<file path="config.mk">
export PLATFORM = sky130hd
export DESIGN_NAME = deque_with_delete_by_key_top
export DESIGN_NICKNAME = d
export VERILOG_FILES = /design/src/hw/rtl/dq_pkg.sv /design/src/hw/rtl/dq_ctrl.sv /design/src/hw/rtl/dq_datapath.sv /design/src/hw/rtl/deque_with_delete_by_key_top.sv
export SDC_FILE = /design/constraint.sdc
export NUM_CORES = 2
export LEC_CHECK = 0
export BUFFER_PORTS_ARGS = -buffer_cell sky130_fd_sc_hd__clkbuf_2
export CAP_MARGIN = 40
export CORE_ASPECT_RATIO = 1.1
export CORE_MARGIN = 1
export CORE_UTILIZATION = 55
export CTS_BUF_LIST = sky130_fd_sc_hd__clkbuf_8
export CTS_CLUSTER_DIAMETER = 120
export CTS_CLUSTER_SIZE = 8
export DETAILED_ROUTE_END_ITERATION = 12
export HOLD_SLACK_MARGIN = 0.08
export PLACE_DENSITY_LB_ADDON = 0.12
export REMOVE_ABC_BUFFERS = 1
export SLEW_MARGIN = 30
export SYNTH_ARGS = -nofsm -noshare
export SYNTH_HDL_FRONTEND = slang
export SYNTH_HIERARCHICAL = 1
export SYNTH_SLANG_ARGS = --single-unit
</file>
<file path="constraint.sdc">
create_clock -name i_clk -period 8 [get_ports i_clk]
set_clock_uncertainty 0.05 [all_clocks]
set_input_delay 1.6 -clock i_clk [delete_from_list [all_inputs] [get_ports i_clk]]
set_output_delay 1.6 -clock i_clk [all_outputs]
set_load 0.02 [all_outputs]
</file>
<file path="src/hw/rtl/dq_pkg.sv">
package dq_pkg;

    // default list depth
    localparam int DQ_DEPTH = 32;

    // field widths of the streams
    localparam int KEY_W    = 32;
    localparam int REQ_W    = 3;
    localparam int STATUS_W = 2;
    localparam int POS_W    = 5;
    localparam int CNT_W    = 6;
    localparam int OUT_W    = 48;

    // request codes
    typedef enum logic [REQ_W-1:0] {
        REQ_INSERT    = 3'd0,
        REQ_DEL_KEY   = 3'd1,
        REQ_DEL_FIRST = 3'd2,
        REQ_DEL_LAST  = 3'd3,
        REQ_DUMP      = 3'd4
    } t_req;

    // result status codes
    typedef enum logic [STATUS_W-1:0] {
        ST_OK        = 2'd0,
        ST_NOT_FOUND = 2'd1,
        ST_FULL      = 2'd2,
        ST_EMPTY     = 2'd3
    } t_status;

    // controller states
    typedef enum logic [1:0] {
        S_IDLE = 2'd0,
        S_RUN  = 2'd1,
        S_DEL  = 2'd2,
        S_DUMP = 2'd3
    } t_state;

    // commands from controller to datapath
    typedef struct packed {
        logic load;       // capture request
        logic match;      // compare all cells to the key
        logic exec;       // carry out a single-result request
        logic del_key;    // remove first match, or flag not found
        logic dump_emit;  // emit one dumped entry
    } t_dp_cmd;

    // status from datapath to controller
    typedef struct packed {
        logic out_free;   // output register can take a result
        logic is_del_key;
        logic is_dump;
        logic empty;
        logic dump_last;  // current dump entry is the final one
    } t_dp_sts;

endpackage

</file>
<file path="src/hw/rtl/dq_ctrl.sv">
module dq_ctrl (
    input  logic            i_clk,
    input  logic            i_rst_n,
    input  logic            i_in_valid,
    output logic            o_in_ready,
    input  dq_pkg::t_dp_sts i_sts,
    output dq_pkg::t_dp_cmd o_cmd
);
    import dq_pkg::*;

    t_state r_state;
    t_state n_state;

    // state register
    always_ff @(posedge i_clk) begin
        if (!i_rst_n) begin
            r_state <= S_IDLE;
        end else begin
            r_state <= n_state;
        end
    end

    // next state
    always_comb begin
        n_state = r_state;
        unique case (r_state)
            S_IDLE: begin
                if (i_in_valid) n_state = S_RUN;
            end
            S_RUN: begin
                if (i_sts.is_del_key) begin
                    n_state = S_DEL;
                end else if (i_sts.is_dump && !i_sts.empty) begin
                    n_state = S_DUMP;
                end else if (i_sts.out_free) begin
                    n_state = S_IDLE;
                end
            end
            S_DEL: begin
                if (i_sts.out_free) n_state = S_IDLE;
            end
            S_DUMP: begin
                if (i_sts.out_free && i_sts.dump_last) n_state = S_IDLE;
            end
            default: n_state = S_IDLE;
        endcase
    end

    // command outputs, no request taken while in reset
    always_comb begin
        o_cmd      = '0;
        o_in_ready = 1'b0;
        unique case (r_state)
            S_IDLE: begin
                o_in_ready = i_rst_n;
                o_cmd.load = i_in_valid && i_rst_n;
            end
            S_RUN: begin
                if (i_sts.is_del_key) begin
                    o_cmd.match = 1'b1;
                end else if (!(i_sts.is_dump && !i_sts.empty)) begin
                    o_cmd.exec = i_sts.out_free;
                end
            end
            S_DEL: begin
                o_cmd.del_key = i_sts.out_free;
            end
            S_DUMP: begin
                o_cmd.dump_emit = i_sts.out_free;
            end
            default: o_cmd = '0;
        endcase
    end

endmodule

</file>
<file path="src/hw/rtl/dq_datapath.sv">
module dq_datapath #(
    parameter int DEPTH = dq_pkg::DQ_DEPTH
) (
    input  logic                      i_clk,
    input  logic                      i_rst_n,
    input  dq_pkg::t_dp_cmd           i_cmd,
    output dq_pkg::t_dp_sts           o_sts,
    input  logic [dq_pkg::REQ_W-1:0]  i_req,
    input  logic [dq_pkg::KEY_W-1:0]  i_key,
    output logic                      o_out_valid,
    input  logic                      i_out_ready,
    output logic [dq_pkg::OUT_W-1:0]  o_out_data,
    output logic                      o_out_last
);
    import dq_pkg::*;

    localparam int IW = (DEPTH > 1) ? $clog2(DEPTH) : 1;
    localparam int CW = $clog2(DEPTH + 1);

    // cell array, front at index zero
    logic signed [KEY_W-1:0] r_entries [DEPTH];
    logic signed [KEY_W-1:0] n_entries [DEPTH];
    logic [CW-1:0]           r_count;
    logic [CW-1:0]           n_count;

    // captured request
    t_req                    r_req;
    logic signed [KEY_W-1:0] r_key;
    logic [DEPTH-1:0]        r_match;
    logic [IW-1:0]           r_idx;

    // output register
    logic                    r_out_valid;
    logic [OUT_W-1:0]        r_out_data;
    logic                    r_out_last;

    logic                    full;
    logic                    empty;
    logic                    any_match;
    logic                    dump_last;
    logic                    out_free;
    logic                    emit;
    logic [DEPTH-1:0]        prefix;
    logic [DEPTH-1:0]        shift_mask;
    t_status                 res_status;
    logic signed [KEY_W-1:0] res_value;
    logic [POS_W-1:0]        res_pos;
    logic [CNT_W-1:0]        res_count;
    logic                    res_last;

    assign full      = (r_count == CW'(DEPTH));
    assign empty     = (r_count == '0);
    assign any_match = |r_match;
    assign dump_last = ((CW'(r_idx) + CW'(1)) == r_count);
    assign out_free  = !r_out_valid || i_out_ready;
    assign emit      = i_cmd.exec || i_cmd.del_key || i_cmd.dump_emit;

    assign o_sts.out_free   = out_free;
    assign o_sts.is_del_key = (r_req == REQ_DEL_KEY);
    assign o_sts.is_dump    = (r_req == REQ_DUMP);
    assign o_sts.empty      = empty;
    assign o_sts.dump_last  = dump_last;

    // inclusive prefix or: marks the first match and every cell behind it
    always_comb begin
        prefix = r_match;
        for (int s = 1; s < DEPTH; s = s * 2) begin
            prefix = prefix | (prefix << s);
        end
    end

    // next cell contents, count and status for the edit
    always_comb begin
        n_entries  = r_entries;
        n_count    = r_count;
        shift_mask = '0;
        res_status = ST_OK;
        if (i_cmd.exec) begin
            unique case (r_req)
                REQ_INSERT: begin
                    if (full) begin
                        res_status = ST_FULL;
                    end else begin
                        n_entries[0] = r_key;
                        for (int i = 1; i < DEPTH; i++) begin
                            n_entries[i] = r_entries[i-1];
                        end
                        n_count = r_count + CW'(1);
                    end
                end
                REQ_DEL_FIRST: begin
                    if (empty) begin
                        res_status = ST_EMPTY;
                    end else begin
                        shift_mask = '1;
                        n_count    = r_count - CW'(1);
                    end
                end
                REQ_DEL_LAST: begin
                    if (empty) begin
                        res_status = ST_EMPTY;
                    end else begin
                        n_count = r_count - CW'(1);
                    end
                end
                REQ_DUMP: res_status = ST_EMPTY;
                default:  res_status = ST_OK;
            endcase
        end
        if (i_cmd.del_key) begin
            if (any_match) begin
                shift_mask = prefix;
                n_count    = r_count - CW'(1);
            end else begin
                res_status = ST_NOT_FOUND;
            end
        end
        // close the gap left by a removed cell
        for (int i = 0; i < DEPTH - 1; i++) begin
            if (shift_mask[i]) n_entries[i] = r_entries[i+1];
        end
    end

    // result fields
    always_comb begin
        if (i_cmd.dump_emit) begin
            res_value = r_entries[r_idx];
            res_pos   = POS_W'(r_idx);
            res_count = CNT_W'(r_count);
            res_last  = dump_last;
        end else begin
            res_value = '0;
            res_pos   = '0;
            res_count = CNT_W'(n_count);
            res_last  = 1'b1;
        end
    end

    // control registers
    always_ff @(posedge i_clk) begin
        if (!i_rst_n) begin
            r_count     <= '0;
            r_out_valid <= 1'b0;
            r_req       <= REQ_INSERT;
        end else begin
            r_count <= n_count;
            if (i_cmd.load) r_req <= t_req'(i_req);
            if (emit) begin
                r_out_valid <= 1'b1;
            end else if (i_out_ready) begin
                r_out_valid <= 1'b0;
            end
        end
    end

    // cells, key, match vector and dump index
    always_ff @(posedge i_clk) begin
        r_entries <= n_entries;
        if (i_cmd.load) begin
            r_key <= i_key;
            r_idx <= '0;
        end
        if (i_cmd.match) begin
            for (int i = 0; i < DEPTH; i++) begin
                r_match[i] <= (CW'(i) < r_count) && (r_entries[i] == r_key);
            end
        end
        if (i_cmd.dump_emit) r_idx <= r_idx + IW'(1);
    end

    // output payload
    always_ff @(posedge i_clk) begin
        if (emit) begin
            r_out_data <= {(OUT_W - CNT_W - POS_W - KEY_W - STATUS_W)'(0),
                           res_count, res_pos, res_value, res_status};
            r_out_last <= res_last;
        end
    end

    assign o_out_valid = r_out_valid;
    assign o_out_data  = r_out_data;
    assign o_out_last  = r_out_last;

    // checks
    a_count_range: assert property (@(posedge i_clk) disable iff (!i_rst_n)
        r_count <= CW'(DEPTH))
        else $error("entry count above depth");

    a_no_overwrite: assert property (@(posedge i_clk) disable iff (!i_rst_n)
        emit |-> (!r_out_valid || i_out_ready))
        else $error("result overwrote a pending transaction");

    a_del_key_count: assert property (@(posedge i_clk) disable iff (!i_rst_n)
        (i_cmd.del_key && any_match) |=> (r_count == $past(r_count) - CW'(1)))
        else $error("delete by key did not drop the count");

    a_insert_count: assert property (@(posedge i_clk) disable iff (!i_rst_n)
        (i_cmd.exec && r_req == REQ_INSERT && !full)
            |=> (r_count == $past(r_count) + CW'(1)))
        else $error("insert did not raise the count");

    a_one_command: assert property (@(posedge i_clk) disable iff (!i_rst_n)
        $onehot0({i_cmd.load, i_cmd.match, i_cmd.exec, i_cmd.del_key, i_cmd.dump_emit}))
        else $error("more than one datapath command at once");

endmodule

</file>
<file path="src/hw/rtl/deque_with_delete_by_key_top.sv">
// ordered list of up to DEPTH signed 32-bit keys with front insert and
// delete by key, delete first, delete last and dump requests.
// slave stream: s_axis_tuser carries the request code, s_axis_tdata the key.
// master stream: one result per request, or one per entry for a dump,
// m_axis_tlast marks the final result of a request.
// a request is taken in the idle state and worked in the run state: insert,
// delete first, delete last and unused codes finish there, delete by key
// does the parallel compare of all cells there and the shift in the delete
// state, and a dump of a non-empty list moves on to the dump state, where
// the single read port on the cell row emits one entry per cycle while the
// output register is free.
// results go through one output register, so a new request is accepted
// while a result still waits; when the receiver stalls, the block holds its
// next result and stops accepting after the request that needs it.
// reset (synchronous, active low) empties the list and drops any pending
// result; the cell contents are left as they were.
module deque_with_delete_by_key_top #(
    parameter int DEPTH = dq_pkg::DQ_DEPTH
) (
    input  logic                     i_clk,
    input  logic                     i_rst_n,
    // request stream
    input  logic                     s_axis_tvalid,
    output logic                     s_axis_tready,
    input  logic [dq_pkg::KEY_W-1:0] s_axis_tdata,  // [31:0] key
    input  logic [dq_pkg::REQ_W-1:0] s_axis_tuser,  // [2:0] req_type
    // result stream
    output logic                     m_axis_tvalid,
    input  logic                     m_axis_tready,
    output logic [dq_pkg::OUT_W-1:0] m_axis_tdata,  // [1:0] status, [33:2] entry_value,
                                                    // [38:34] position, [44:39] count
    output logic                     m_axis_tlast
);
    import dq_pkg::*;

    t_dp_cmd cmd;
    t_dp_sts sts;

    // sequencer
    dq_ctrl u_ctrl (
        .i_clk      (i_clk),
        .i_rst_n    (i_rst_n),
        .i_in_valid (s_axis_tvalid),
        .o_in_ready (s_axis_tready),
        .i_sts      (sts),
        .o_cmd      (cmd)
    );

    // cell row and result register
    dq_datapath #(
        .DEPTH (DEPTH)
    ) u_datapath (
        .i_clk       (i_clk),
        .i_rst_n     (i_rst_n),
        .i_cmd       (cmd),
        .o_sts       (sts),
        .i_req       (s_axis_tuser),
        .i_key       (s_axis_tdata),
        .o_out_valid (m_axis_tvalid),
        .i_out_ready (m_axis_tready),
        .o_out_data  (m_axis_tdata),
        .o_out_last  (m_axis_tlast)
    );

endmodule

</file>
# Yosys cells after proc, flatten, opt, wreduce, memory -nomap -nowiden

Cells that the tools add are included.

Flip-flop bits (word level): 1151
Input port bits: 39
Output and inout port bits: 51
Logic and storage cells: 375

Add/subtract/negate cells: 4
Order comparisons: 33
Eq/ne operators: 74
Mux-type cells: 73
Bitwise logic cells: 7
Reductions and logical operators: 142

Operators by type and width:

| operator                                                                    | count |
|---|---|
| 1024-bit two-way mux                                                        | 3 |
| 32-bit two-way mux                                                          | 33 |
| 32-bit == test                                                              | 32 |
| 32-bit binary-select mux with 5-bit select                                  | 1 |
| 31-bit two-way mux                                                          | 5 |
| 31-bit OR                                                                   | 5 |
| 2-bit nonzero test                                                          | 64 |
| 5-bit by 6-bit less-than comparator with 1-bit output, first input constant | 16 |
| 3-bit AND reduction                                                         | 32 |
| 2-bit inequality test, second input constant                                | 32 |
| 4-bit by 6-bit less-than comparator with 1-bit output, first input constant | 8 |
| 6-bit two-way mux                                                           | 6 |
| 1-bit logical AND                                                           | 35 |
| 32-bit OR reduction                                                         | 1 |
| 3-bit by 6-bit less-than comparator with 1-bit output, first input constant | 4 |
| 2-bit two-way mux                                                           | 11 |
| 1-bit by 6-bit less-than comparator with 1-bit output, first input constant | 2 |
| 2-bit by 6-bit less-than comparator with 1-bit output, first input constant | 2 |
| 6-bit one-hot mux with 2 select lines                                       | 1 |
| 5-bit two-way mux                                                           | 2 |
| 1-bit two-way mux                                                           | 9 |
| 2-bit one-hot mux with 4 select lines                                       | 1 |
| 5-bit by 1-bit adder with 6-bit output, second input constant               | 1 |
| 6-bit by 1-bit adder with 6-bit output, second input constant               | 1 |
| 21 further kinds                                                            | 26 |

# Depth between registers and ports, before layout

Depth after elaboration: 11
Depth in mapped cells: 19
Gate-level depth less buffers: 15

# Hierarchy

Netlist, hierarchy kept.

By module, submodules not included:

| module      | instances | cells each | area each (µm²) | sequential area each (µm²) |
|---|---|---|---|---|
| dq_datapath | 1         | 6562       | 69880.8         | 34403.0 |
| dq_ctrl     | 1         | 23         | 200.2           | 40.0 |

# Worst setup path before layout

Ideal clock, no wire load.

Kind: input to register
From: in m_axis_tready
To: reg u_datapath/r_entries[256] (netlist name) (enable)
Library setup time: 394 ps
Arrival: 5309 ps
Data required time: 7556 ps
Slack: 2247 ps
Stages: 12
Buffers on the path: 3
Cells stage by stage: nand2b_1 buf_4 nand2_1 nor4_1 nand4bb_1 a21o_1 clkbuf_1 a21oi_1 a21o_1 clkbuf_1 nand2b_1 nand2b_1

RTL lines:

| element              | line                               | text |
|---|---|---|
| start, declared      | deque_with_delete_by_key_top.sv:29 | `input logic m_axis_tready,` |
| end signal, assigned | dq_datapath.sv:158                 | `r_entries <= n_entries;` |
| end, declared        | dq_datapath.sv:21                  | `logic signed [KEY_W-1:0] r_entries [DEPTH];` |

==> impl_metrics.csv <==
group,metric,value,unit
hold_path,hp-class,"register to register",
critical_path,path_max_fanout,65,
floorplan,ios,90,
clock_network,post_cts.repair.setup_buffers,0,
sta,drv_slew,0,
clock_network,cts_tree,"done",
critical_path,start_kind,"register",
clock_network,cts_inserted_buffers,161,
logic_synthesis,synth_flop_cell,"edfxtp_1",
sta,setup_ws,1.51,ns
sta,min_period,6.49,ns
logic_synthesis,synth_edf_count,1139,
route,via_count,56944,
global_route,antenna_found_initial,12,
place,post_dp_cell_area,0.0722,mm²
power_and_ir_drop,cellPowerDensity,187,mW/mm²
place,io_buffers,86,
route,drt_iter0_drc,9492,
global_route,grt_max_degree,196,
logic_synthesis,synthesis.area,0.0701,mm²
global_route,met2_usage,0.644,
route,drc_errors,12,
logic_synthesis,ys_ff_latch,1151,
power_and_ir_drop,p_leak,0.0244,µW
route,wirelength,281000,µm
clock_network,root_buffer,"clkbuf_8",
place,dp_slack,1.73,ns
global_route,grt_pass1_vias,53365,
layout,n_fill_cell,10653,
logic_synthesis,ys_seq_area_frac,0.491,
clock_network,cts-resized-gates,0,
place,place.gp.congestion,1.01,
floorplan,rows,137,
critical_path,path_cells,"inv_1 -> ha_1 -> nor3b_1 -> nand2_1 -> inv_1 -> nand2b_4 -> nand2_1 -> nor4_1 -> buf_1 -> nand4bb_1 -> a21o_1 -> buf_4 -> o21ai_4 -> buf_4 -> nand2b_1 -> buf_4 -> o21bai_2 -> buf_4",
critical_path,end_kind,"register",
sta,relSlewSlack,0.282,
global_route,grt_pass1_wl,396000,µm
critical_path,r2r-end,"u_datapath/r_entries[352]$_DFFE_PP_",
floorplan,start_util,0.553,
logic_synthesis,ys_warn_count,6,
critical_path,r2r_cells,18,
critical_path,critPathKind,"register to register",
layout,final_area,0.0748,mm²
floorplan,coreArea,0.127,mm²
clock_network,postCtsHoldBufs,0,
global_route,grt.busiest_layer,"met2",
critical_path,arrival,7.00,ns
sta,setup_viol,0,
logic_synthesis,syn_avg_cell_area,10.6,µm²
global_route,use_met1,0.543,
clock_network,clockBufferDepth,3,
run_status,violations,"DRC",
layout,drive_gt1_frac,0.129,
critical_path,cp.required,8.50,ns
global_route,grt_remaining_overflow,0,
clock_network,cts_sinks,1151,
layout,num-nets-final,6512,
floorplan,die_w,342,µm
power_and_ir_drop,p_total,14000,µW
floorplan,die_height,376,µm
global_route,grt.total_usage,0.433,
hold_path,min_from,"u_datapath/r_entries[41]$_DFFE_PP_",
power_and_ir_drop,vdd_ir_drop_max,0.180,mV
clock_network,clock_latency,0.93,ns
sta,max_freq,0.154,GHz
sta,worst_slew_pin_slew,1.08,ns
critical_path,r2r_slack,1.51,ns
route,wire_per_inst,34.4,µm
logic_synthesis,synth.distinct_cells,74,
sta,final-hold-violation-count,0,
global_route,grt_use_met3,0.120,
critical_path,cpMostUsedCell,"buf_4",
route,first_pass_iters,10,
route,vias_per_cell,6.97,
run_status,outcome,"finished with violations",
sta,rsz0062_at_grt,"false",
run,maxCapViolations,0,
floorplan,die_area,0.129,mm²
critical_path,slowest_delay,0.67,ns
hold_path,holdPathEnd,"u_datapath/r_entries[9]$_DFFE_PP_",
sta,timing.final.crit_share,0.811,
layout,syn2layout_area_growth,6.69,%
logic_synthesis,syn_inst,6585,
critical_path,cpMaxStageDelayCell,"nor3b_1",
logic_synthesis,ys_async_sr_fraction,0,
clock_network,cts_max_level,4,
place,dp_hpwl,200000,µm
hold_path,min_path_cells,0,
critical_path,worstReg2RegStart,"u_datapath/r_count[0]$_SDFF_PN0_",
route,ant_nets,0,
clock_network,path_clk_slew,0.07,ns
synthesized netlist by cell type, drive strengths merged (3+ instances only):
| cell type | count | share of area |
|---|---|---|
| o21bai | 4 | 0.00043 |
| and2 | 15 | 0.0013 |
| nor2 | 31 | 0.0018 |
| inv | 110 | 0.0059 |
| xnor2 | 357 | 0.045 |
| o211ai | 38 | 0.0041 |
| clkbuf | 403 | 0.022 |
| dfxtp | 12 | 0.0034 |
| a21boi | 3 | 0.00037 |
| o31ai | 103 | 0.011 |
| a2bb2oi | 4 | 0.00059 |
| a2111oi | 7 | 0.0011 |
| or2 | 12 | 0.0011 |
| and3 | 5 | 0.00045 |
| nand2 | 1662 | 0.089 |
| ha | 4 | 0.00071 |
| buf | 157 | 0.011 |
| o2111ai | 9 | 0.0011 |
| nand2b | 19 | 0.0018 |
| mux4 | 320 | 0.10 |
| edfxtp | 1139 | 0.49 |
| nand3b | 3 | 0.00032 |
| a21oi | 14 | 0.0011 |
| nor2b | 10 | 0.00089 |
| o21ai | 788 | 0.056 |
| or3 | 11 | 0.00098 |
| nor4 | 193 | 0.017 |
| a22oi | 4 | 0.00043 |
| xor2 | 673 | 0.084 |
| mux2i | 38 | 0.0055 |
| a21o | 6 | 0.00064 |
| nand3 | 163 | 0.012 |
| nor3 | 37 | 0.0026 |
| or4 | 12 | 0.0013 |
| nand4 | 107 | 0.0096 |
| o21a | 3 | 0.00032 |
| o22ai | 14 | 0.0016 |
| a22o | 69 | 0.0086 |
| o311ai | 4 | 0.00075 |
metal layers:
layer  vias up  part of all wire
li1      23321                 -
met1     28018              0.34
met2      4641              0.44
met3       948              0.13
met4        16             0.090
met5         -           0.00074
worst max-delay path by stage:
stage                                                start  cells past startpoint                             endpoint  slack [ns]
after CTS                 u_datapath/r_count[0]$_SDFF_PN0_                     18  u_datapath/r_entries[378]$_DFFE_PP_        1.71
after global routing      u_datapath/r_count[0]$_SDFF_PN0_                     18  u_datapath/r_entries[362]$_DFFE_PP_        1.20
after floorplan                              m_axis_tready                      8  u_datapath/r_entries[224]$_DFFE_PP_       -7.15
final                     u_datapath/r_count[0]$_SDFF_PN0_                     18  u_datapath/r_entries[352]$_DFFE_PP_        1.51
after global placement                       m_axis_tready                     13  u_datapath/r_entries[370]$_DFFE_PP_        1.58
after detailed placement                     m_axis_tready                     14  u_datapath/r_entries[370]$_DFFE_PP_        1.73
metrics by stage:
stage | cells | util | TNS [ns] | hold slack (ns)
6_report | 8168 | 0.590 | 0 | 0.490
3_5_place_dp | 7965 | 0.570 | 0 | 0.460
2_1_floorplan | 6027 | - | -7220.26 | 0.437
5_1_grt | 8164 | 0.590 | 0 | 0.507
4_1_cts | 8154 | 0.589 | 0 | 0.486
3_3_place_gp | 7953 | 0.568 | 0 | 0.458
power breakdown:
part           switching [µW]  leakage, µW  total, µW  internal (µW)
Sequential                547       0.0109       7650           7110
Clock                    2320      0.00132       4220           1900
Combinational            1420       0.0122       2140            728
critical path: cells and delay by family, from the launching register on:
kind                     cells  cell delay, ns
AO/OA/AOI/OAI                3            0.86
adder cells (fa/ha/maj)      1            0.23
buffers and inverters        7            2.48
flip-flops                   1            0.39
AND/OR/NAND/NOR              7            1.97
layout by cell type (no fill, tap or decap), drive strengths merged, types with 38 or more instances in the layout:
cell	count
inv	126
mux2i	38
edfxtp	1139
xnor2	357
o31ai	103
xor2	673
o21ai	788
clkbuf	263
nor4	193
a22o	69
nand3	163
mux4	320
nand4	107
o211ai	38
buf	187
nand2	1662
state kept, by name (all words and copies together), names as in the netlist:
register,count
u_ctrl/r_state,2
u_datapath/o_out_data,45
u_datapath/o_out_last,1
u_datapath/o_out_valid,1
u_datapath/r_count,6
u_datapath/r_entries,1024
u_datapath/r_idx,5
u_datapath/r_key,32
u_datapath/r_match,32
u_datapath/r_req,3
cells by family after synthesis:
logic type,share of synthesized area
AO/OA/AOI/OAI,0.0902
XOR/XNOR,0.129
adder cells (fa/ha/maj),0.000714
buffers and inverters,0.0391
flip-flops,0.491
multiplexers,0.109
other,0.0000535
AND/OR/NAND/NOR,0.141
layout make-up:
class | instances | area, µm² | area share
flip-flops and latches | 1151 | 34400 | 0.461
repair buffers | 279 | 2140 | 0.0287
diodes | 5 | 12.5 | 0.000167
multi-input cells | 4766 | 33200 | 0.444
clock inverters | 17 | 72.6 | 0.000971
inverters | 110 | 420 | 0.00562
clock buffers | 172 | 2370 | 0.0317
well taps | 1668 | 2090 | 0.0279
(Power assumes the default switching activity.)
